--- src/hw/rtl/cbpe_pkg.sv ---
// ----------------------------------------------------------------------------
// cbpe_pkg
// Shared widths, constants and types of the cubic Bezier point evaluator.
// ----------------------------------------------------------------------------
package cbpe_pkg;

   localparam int T_FRAC_BITS = 16;
   localparam int T_W         = 17;
   localparam int COORD_W     = 32;
   localparam int W_W         = T_FRAC_BITS + 1;
   localparam int SQ_W        = 2 * W_W;
   localparam int TRI_W       = SQ_W + 2;
   localparam int PROD_W      = W_W + COORD_W;
   localparam int ACC_W       = PROD_W + 2;
   localparam int RND_W       = ACC_W - T_FRAC_BITS;

   localparam logic [T_W-1:0]   T_ONE    = T_W'(2 ** T_FRAC_BITS);
   localparam logic [W_W-1:0]   W_ONE    = W_W'(2 ** T_FRAC_BITS);
   localparam logic [SQ_W-1:0]  SQ_HALF  = SQ_W'(2 ** (T_FRAC_BITS - 1));
   localparam logic [TRI_W-1:0] TRI_HALF = TRI_W'(2 ** (T_FRAC_BITS - 1));
   localparam logic signed [ACC_W-1:0] ACC_HALF = ACC_W'(2 ** (T_FRAC_BITS - 1));

   localparam logic signed [COORD_W-1:0] COORD_MAX = {1'b0, {(COORD_W-1){1'b1}}};
   localparam logic signed [COORD_W-1:0] COORD_MIN = {1'b1, {(COORD_W-1){1'b0}}};

   typedef struct packed {
      logic s1;
      logic s2;
      logic s3;
      logic s4;
   } cbpe_adv_type;

   typedef struct packed {
      logic [W_W-1:0] w0;
      logic [W_W-1:0] w1;
      logic [W_W-1:0] w2;
      logic [W_W-1:0] w3;
   } cbpe_weights_type;

endpackage

--- src/hw/rtl/cbpe_weight_gen.sv ---
// ----------------------------------------------------------------------------
// cbpe_weight_gen
// Two-stage Bernstein weight generator: clamp and squares, then the four
// rounded cubic weights.
// ----------------------------------------------------------------------------
module cbpe_weight_gen (
   input  logic                        clock,
   input  cbpe_pkg::cbpe_adv_type      adv,
   input  logic [cbpe_pkg::T_W-1:0]    param_t,
   output cbpe_pkg::cbpe_weights_type  weights
);

   logic [cbpe_pkg::W_W-1:0]   tc_in, tc_ff, uc_in, uc_ff;
   logic [cbpe_pkg::W_W-1:0]   st_in, st_ff, su_in, su_ff;
   logic [cbpe_pkg::SQ_W-1:0]  sq_t, sq_u;
   logic [cbpe_pkg::SQ_W-1:0]  p0, p1, p2, p3;
   logic [cbpe_pkg::TRI_W-1:0] tri_w1, tri_w2;
   cbpe_pkg::cbpe_weights_type w_in, w_ff;

   // stage 1: clamp t, form t^2 and (1-t)^2
   always_comb begin
      if (param_t > cbpe_pkg::T_ONE) begin
         tc_in = cbpe_pkg::W_ONE;
      end else begin
         tc_in = cbpe_pkg::W_W'(param_t);
      end
      uc_in = cbpe_pkg::W_ONE - tc_in;
      sq_t  = cbpe_pkg::SQ_W'(tc_in) * cbpe_pkg::SQ_W'(tc_in) + cbpe_pkg::SQ_HALF;
      sq_u  = cbpe_pkg::SQ_W'(uc_in) * cbpe_pkg::SQ_W'(uc_in) + cbpe_pkg::SQ_HALF;
      st_in = cbpe_pkg::W_W'(sq_t >> cbpe_pkg::T_FRAC_BITS);
      su_in = cbpe_pkg::W_W'(sq_u >> cbpe_pkg::T_FRAC_BITS);
   end

   always_ff @(posedge clock) begin
      if (adv.s1) begin
         tc_ff <= tc_in;
         uc_ff <= uc_in;
         st_ff <= st_in;
         su_ff <= su_in;
      end
   end

   // stage 2: cubic weights
   always_comb begin
      p0     = cbpe_pkg::SQ_W'(su_ff) * cbpe_pkg::SQ_W'(uc_ff);
      p1     = cbpe_pkg::SQ_W'(tc_ff) * cbpe_pkg::SQ_W'(su_ff);
      p2     = cbpe_pkg::SQ_W'(st_ff) * cbpe_pkg::SQ_W'(uc_ff);
      p3     = cbpe_pkg::SQ_W'(st_ff) * cbpe_pkg::SQ_W'(tc_ff);
      tri_w1 = (cbpe_pkg::TRI_W'(p1) << 1) + cbpe_pkg::TRI_W'(p1) + cbpe_pkg::TRI_HALF;
      tri_w2 = (cbpe_pkg::TRI_W'(p2) << 1) + cbpe_pkg::TRI_W'(p2) + cbpe_pkg::TRI_HALF;
      w_in.w0 = cbpe_pkg::W_W'((p0 + cbpe_pkg::SQ_HALF) >> cbpe_pkg::T_FRAC_BITS);
      w_in.w1 = cbpe_pkg::W_W'(tri_w1 >> cbpe_pkg::T_FRAC_BITS);
      w_in.w2 = cbpe_pkg::W_W'(tri_w2 >> cbpe_pkg::T_FRAC_BITS);
      w_in.w3 = cbpe_pkg::W_W'((p3 + cbpe_pkg::SQ_HALF) >> cbpe_pkg::T_FRAC_BITS);
   end

   always_ff @(posedge clock) begin
      if (adv.s2) begin
         w_ff <= w_in;
      end
   end

   assign weights = w_ff;

endmodule

--- config.mk ---
export PLATFORM = sky130hd
export DESIGN_NAME = cbpe_weight_gen
export DESIGN_NICKNAME = d
export VERILOG_FILES = /design/src/hw/rtl/cbpe_pkg.sv /design/src/hw/rtl/cbpe_weight_gen.sv
export SDC_FILE = /design/constraint.sdc
export NUM_CORES = 2
export LEC_CHECK = 0
export BUFFER_PORTS_ARGS = -buffer_cell sky130_fd_sc_hd__buf_4
export CORE_MARGIN = 5
export CORE_UTILIZATION = 43
export DETAILED_ROUTE_END_ITERATION = 10
export SYNTH_ARGS = -nofsm -noshare
export SYNTH_HDL_FRONTEND = slang
export SYNTH_SLANG_ARGS = --single-unit
--- constraint.sdc ---
create_clock -name clock -period 8.8 [get_ports clock]
set_input_delay 1.76 -clock clock [delete_from_list [all_inputs] [get_ports clock]]
set_output_delay 1.76 -clock clock [all_outputs]
set_load 0.1 [all_outputs]
Word level (Yosys, flattened, before mapping)
Cells that the tools add are included.

Multiplexer cells: 1. Add/subtract/negate cells: 9. Magnitude comparators: 1. Multipliers: 6.

Operators by type and width (count): $add 33x16->33 const B (6); $mul 17x17->33 (6); $add 33x33->33 (2); $gt 17x17->1 const B (1); $mux 17 (1); $sub 17x17->17 const A (1).

Bits in registers: 136. Word-level logic and storage cells: 25. Output and inout bits: 68.

Depth between registers and ports, before layout
Word-level depth: 5. Mapped depth: 36. Depth with buffers taken out: 35.

Least setup slack after synthesis
No wires, ideal clock.

Path type: input to register. From: input port param_t[16] (netlist name). To: register su_ff[5] (netlist name) (data pin). Stages: 30. Path slack: -0.393 ns. Arrival: 8.932 ns. Path buffers: 2. Cells stage by stage: and2b_1 > inv_1 > buf_1 > ha_1 > clkbuf_1 > o21ai_2 > xnor2_1 > clkinv_1 > nor2_1 > fa_1 > inv_1 > fa_1 > fa_1 > inv_1 > fa_1 > fa_1 > inv_1 > fa_1 > inv_1 > ha_1 > a21o_1 > a211o_1 > nor2_1 > o211ai_1 > a31oi_1 > o21bai_1 > a21oi_1 > nor2_1 > a211oi_1 > xnor2_1.

Longest elaborated chain between the ends: 5.

RTL lines: from (decl) (line cbpe_weight_gen.sv:9) `input logic [cbpe_pkg::T_W-1:0] param_t,`; $gt 17x17->1 (line cbpe_weight_gen.sv:22) `if (param_t > cbpe_pkg::T_ONE) begin`; $mux 17 (line cbpe_weight_gen.sv:22); $sub 17x17->17 (line cbpe_weight_gen.sv:27) `uc_in = cbpe_pkg::W_ONE - tc_in;`; net uc_in (one bit) (line cbpe_weight_gen.sv:13) `logic [cbpe_pkg::W_W-1:0] tc_in, tc_ff, uc_in, uc_ff;`; $mul 17x17->33 (line cbpe_weight_gen.sv:29) `sq_u = cbpe_pkg::SQ_W'(uc_in) * cbpe_pkg::SQ_W'(uc_in) + cbpe_pkg::SQ_HALF;`; $add 33x16->33 (line cbpe_weight_gen.sv:29); net sq_u (one bit) (line cbpe_weight_gen.sv:15) `logic [cbpe_pkg::SQ_W-1:0] sq_t, sq_u;`; to (signal assigned) (line cbpe_weight_gen.sv:39) `su_ff <= su_in;`; to (decl) (line cbpe_weight_gen.sv:14) `logic [cbpe_pkg::W_W-1:0] st_in, st_ff, su_in, su_ff;`.

The timed path passes the listed nets, and every way through them passes these cells. A chain may end at the register's enable or synchronous reset.

Worst setup path after layout
From: input port param_t[6] (netlist name). To: register st_ff[10] (netlist name) (data pin).

Longest elaborated chain between the ends: 4.

RTL lines: $gt 17x17->1 (line cbpe_weight_gen.sv:22); $mux 17 (*) (line cbpe_weight_gen.sv:22); $mul 17x17->33 (*) (line cbpe_weight_gen.sv:28) `sq_t = cbpe_pkg::SQ_W'(tc_in) * cbpe_pkg::SQ_W'(tc_in) + cbpe_pkg::SQ_HALF;`; $add 33x16->33 (*) (line cbpe_weight_gen.sv:28); net sq_t (one bit) (line cbpe_weight_gen.sv:15); to (signal assigned) (line cbpe_weight_gen.sv:38) `st_ff <= st_in;`; to (decl) (line cbpe_weight_gen.sv:14).

Mark *: on every way through the listed nets, which the timed path passes. The rest lies on a longest branch.

==> flow_metrics.py <==
metrics = {
    "cells_and_area": {
        "antenna_cells": 0,
        "post-route-cell-area_sq_mm": 0.0647,
        "area_delta_synth_final_pct": 10.2,
        "layout.area.seq_sq_mm": 0.00405,
        "drive_gt1_frac": 0.0864,
        "final_cells": 8427,
        "nets": 8698,
        "fillCellCount": 12900,
        "multi_input_area_sq_mm": 0.0477,
    },
    "grt": {
        "grt_max_degree": 68,
        "globalRouteOverflowTotal": 0,
        "antenna_found_initial": 2,
        "grt_pass1_vias": 45300,
        "track_usage": 0.204,
        "grt_pass1_wl_um": 237000,
    },
    "routing": {
        "vias": 41600,
        "wl_per_cell_um": 16.8,
        "drt_wl_total_um": 142000,
        "drt_iter0_drc": 2040,
        "drc": 0,
        "drtAntennaViolNets": 0,
        "dr.pass1.iters": 5,
        "viasPerCell": 4.93,
    },
    "place": {
        "hpwl_um": 120000,
        "gp_congestion": 0.863,
        "placedInstanceArea_sq_mm": 0.0634,
        "place_inst": 8345,
        "place_ws_ns": -0.563,
        "portBuffers": 87,
    },
    "timing": {
        "min_period_ns": 8.53,
        "skew_ns": 0.0267,
        "period_share": 0.969,
        "tightest_slew_ns": 1.02,
        "hold_viol": 0,
        "slew_headroom": 0.314,
        "worst_slack_ns": 0.274,
        "setup_viol": 0,
        "setup_tns_ns": 0,
        "slew_violations": 0,
        "fmax_mhz": 117,
    },
    "min_path": {
        "hold_class": "flip-flop to flip-flop",
    },
    "floorplan": {
        "rows": 135,
        "start_util": 0.433,
        "dieArea_sq_mm": 0.144,
        "num_io_pins": 90,
        "die_h_um": 380,
        "fp.dieW_um": 380,
        "core_sq_mm": 0.136,
    },
    "synthesis": {
        "syn_area_per_cell_sq_um": 9.23,
        "ys_ff_latch": 135,
        "ys_warn_count": 0,
        "synth_common_cells": "inv_1, fa_1, nand2_1",
        "synthFlopType": "edfxtp_1",
        "synth-seq-area-share": 0.0690,
        "synthTopCellsByArea": "fa_1, ha_1, inv_1",
        "synth_top_area_frac": 0.436,
        "netlist.top_cell.by_area": "fa_1",
        "yosysUniqueCellTypes": 78,
        "syn-instance-count": 6367,
        "synth_most_common_cell": "inv_1",
        "synth_edf_count": 135,
        "synthArstFlopShare": 0,
        "syn_area_sq_mm": 0.0587,
    },
    "flow_run": {
        "drv_cap": 0,
    },
    "worst_setup_path": {
        "cpMostUsedCell": "fa_1",
        "crit_path_max_incr_delay_ns": 0.55,
        "startpoint_type": "input port",
        "cp.required_ns": 9.08,
        "critPathKind": "input port to flip-flop",
        "crit_slowest_cell": "fa_1",
        "cp_max_fo": 6,
        "arrival_ns": 8.80,
        "endpoint_kind": "flip-flop",
    },
    "cts": {
        "cts_buffers": 17,
        "cts.sinks": 135,
        "clock_latency_ns": 0.54,
        "clock_path_buffers": 2,
        "root_buffer": "clkbuf_16",
        "clk_pin_slew_ns": 0.09,
        "htreeDepth": 4,
        "cts_hold_buf": 0,
        "tritoncts": "built",
    },
    "outcome": {
        "outcome": "completed",
    },
}
## metal layers
metal	vias to the layer above	share of wire	GRT usage
met5	-	0	0
met4	0	0.030	0.0625
met1	21200	0.45	0.280
met2	866	0.47	0.341
met3	148	0.050	0.0256
li1	19300	-	-
## through the flow
step,utilization,hold slack [ns]
2_1_floorplan,-,0.917
3_3_place_gp,0.468,1.38
3_5_place_dp,0.468,1.39
4_1_cts,0.473,1.44
5_1_grt,0.477,1.51
6_report,0.477,1.43
## sequential cells by signal (all words and copies together) (netlist names)
signal,cells
tc_ff,17
weights,68
su_ff,17
uc_ff,16
st_ff,17
## cell usage in the layout, fill, tap and decap left out, types with 17 or more instances in the layout
cell type  count
ha_1         763
nor2_1       149
nand2b_1      19
and2_1       526
xor2_1        38
conb_1        24
clkbuf_16     17
nor3_1        28
buf_4        462
xnor2_1      141
a211oi_1      18
a21o_1        68
and3_1        27
nand4_1       23
o21a_1        26
nand2_1      836
edfxtp_1     135
fa_1        1278
nor2b_1       27
inv_1       1667
o21ai_0       56
buf_12        17
a21oi_1       98
## kinds of logic after synthesis
family / synth area share
buf+inv: 0.123
compound gates: 0.0429
simple gates: 0.138
other cells: 0.000128
flops: 0.0690
fa+ha+maj: 0.598
xor+xnor: 0.0277
mux: 0.000554
## what timing repair did
action	CTS	global route
buffers inserted	2	48
setup endpoints to repair	1	31
resized for setup	0	39
pin swaps	0	15
## path summary, 6_finish.rpt
path	from	end	slack, ns	cells after the start
worst max-delay path	param_t[6]	st_ff[10]	0.27	30
worst min-delay path	su_ff[16]	weights[67]	1.43	5
worst max register to register	su_ff[3]	weights[50]	0.38	34
worst min register to register	su_ff[16]	weights[67]	1.43	5
## critical path: cells and delay by family
kind,cells,cell delay [ns]
AO/OA/AOI/OAI,7,1.60
XOR/XNOR,1,0.08
adder cells (fa/ha/maj),7,3.37
buffers and inverters,7,0.81
AND/OR/NAND/NOR,8,1.15
## cell type report
cell class                      instances  area share
Clock buffer                           17     0.00657
Multi-Input combinational cell       4325       0.737
Timing Repair Buffer                  481      0.0592
Sequential cell                       135      0.0626
Tap cell                             1781      0.0344
Clock inverter                         15     0.00296
Inverter                             1673      0.0970
Power is left out: the tool's default activity adds up to more than one toggle a clock period on the data nets, which glitch-free logic cannot reach.
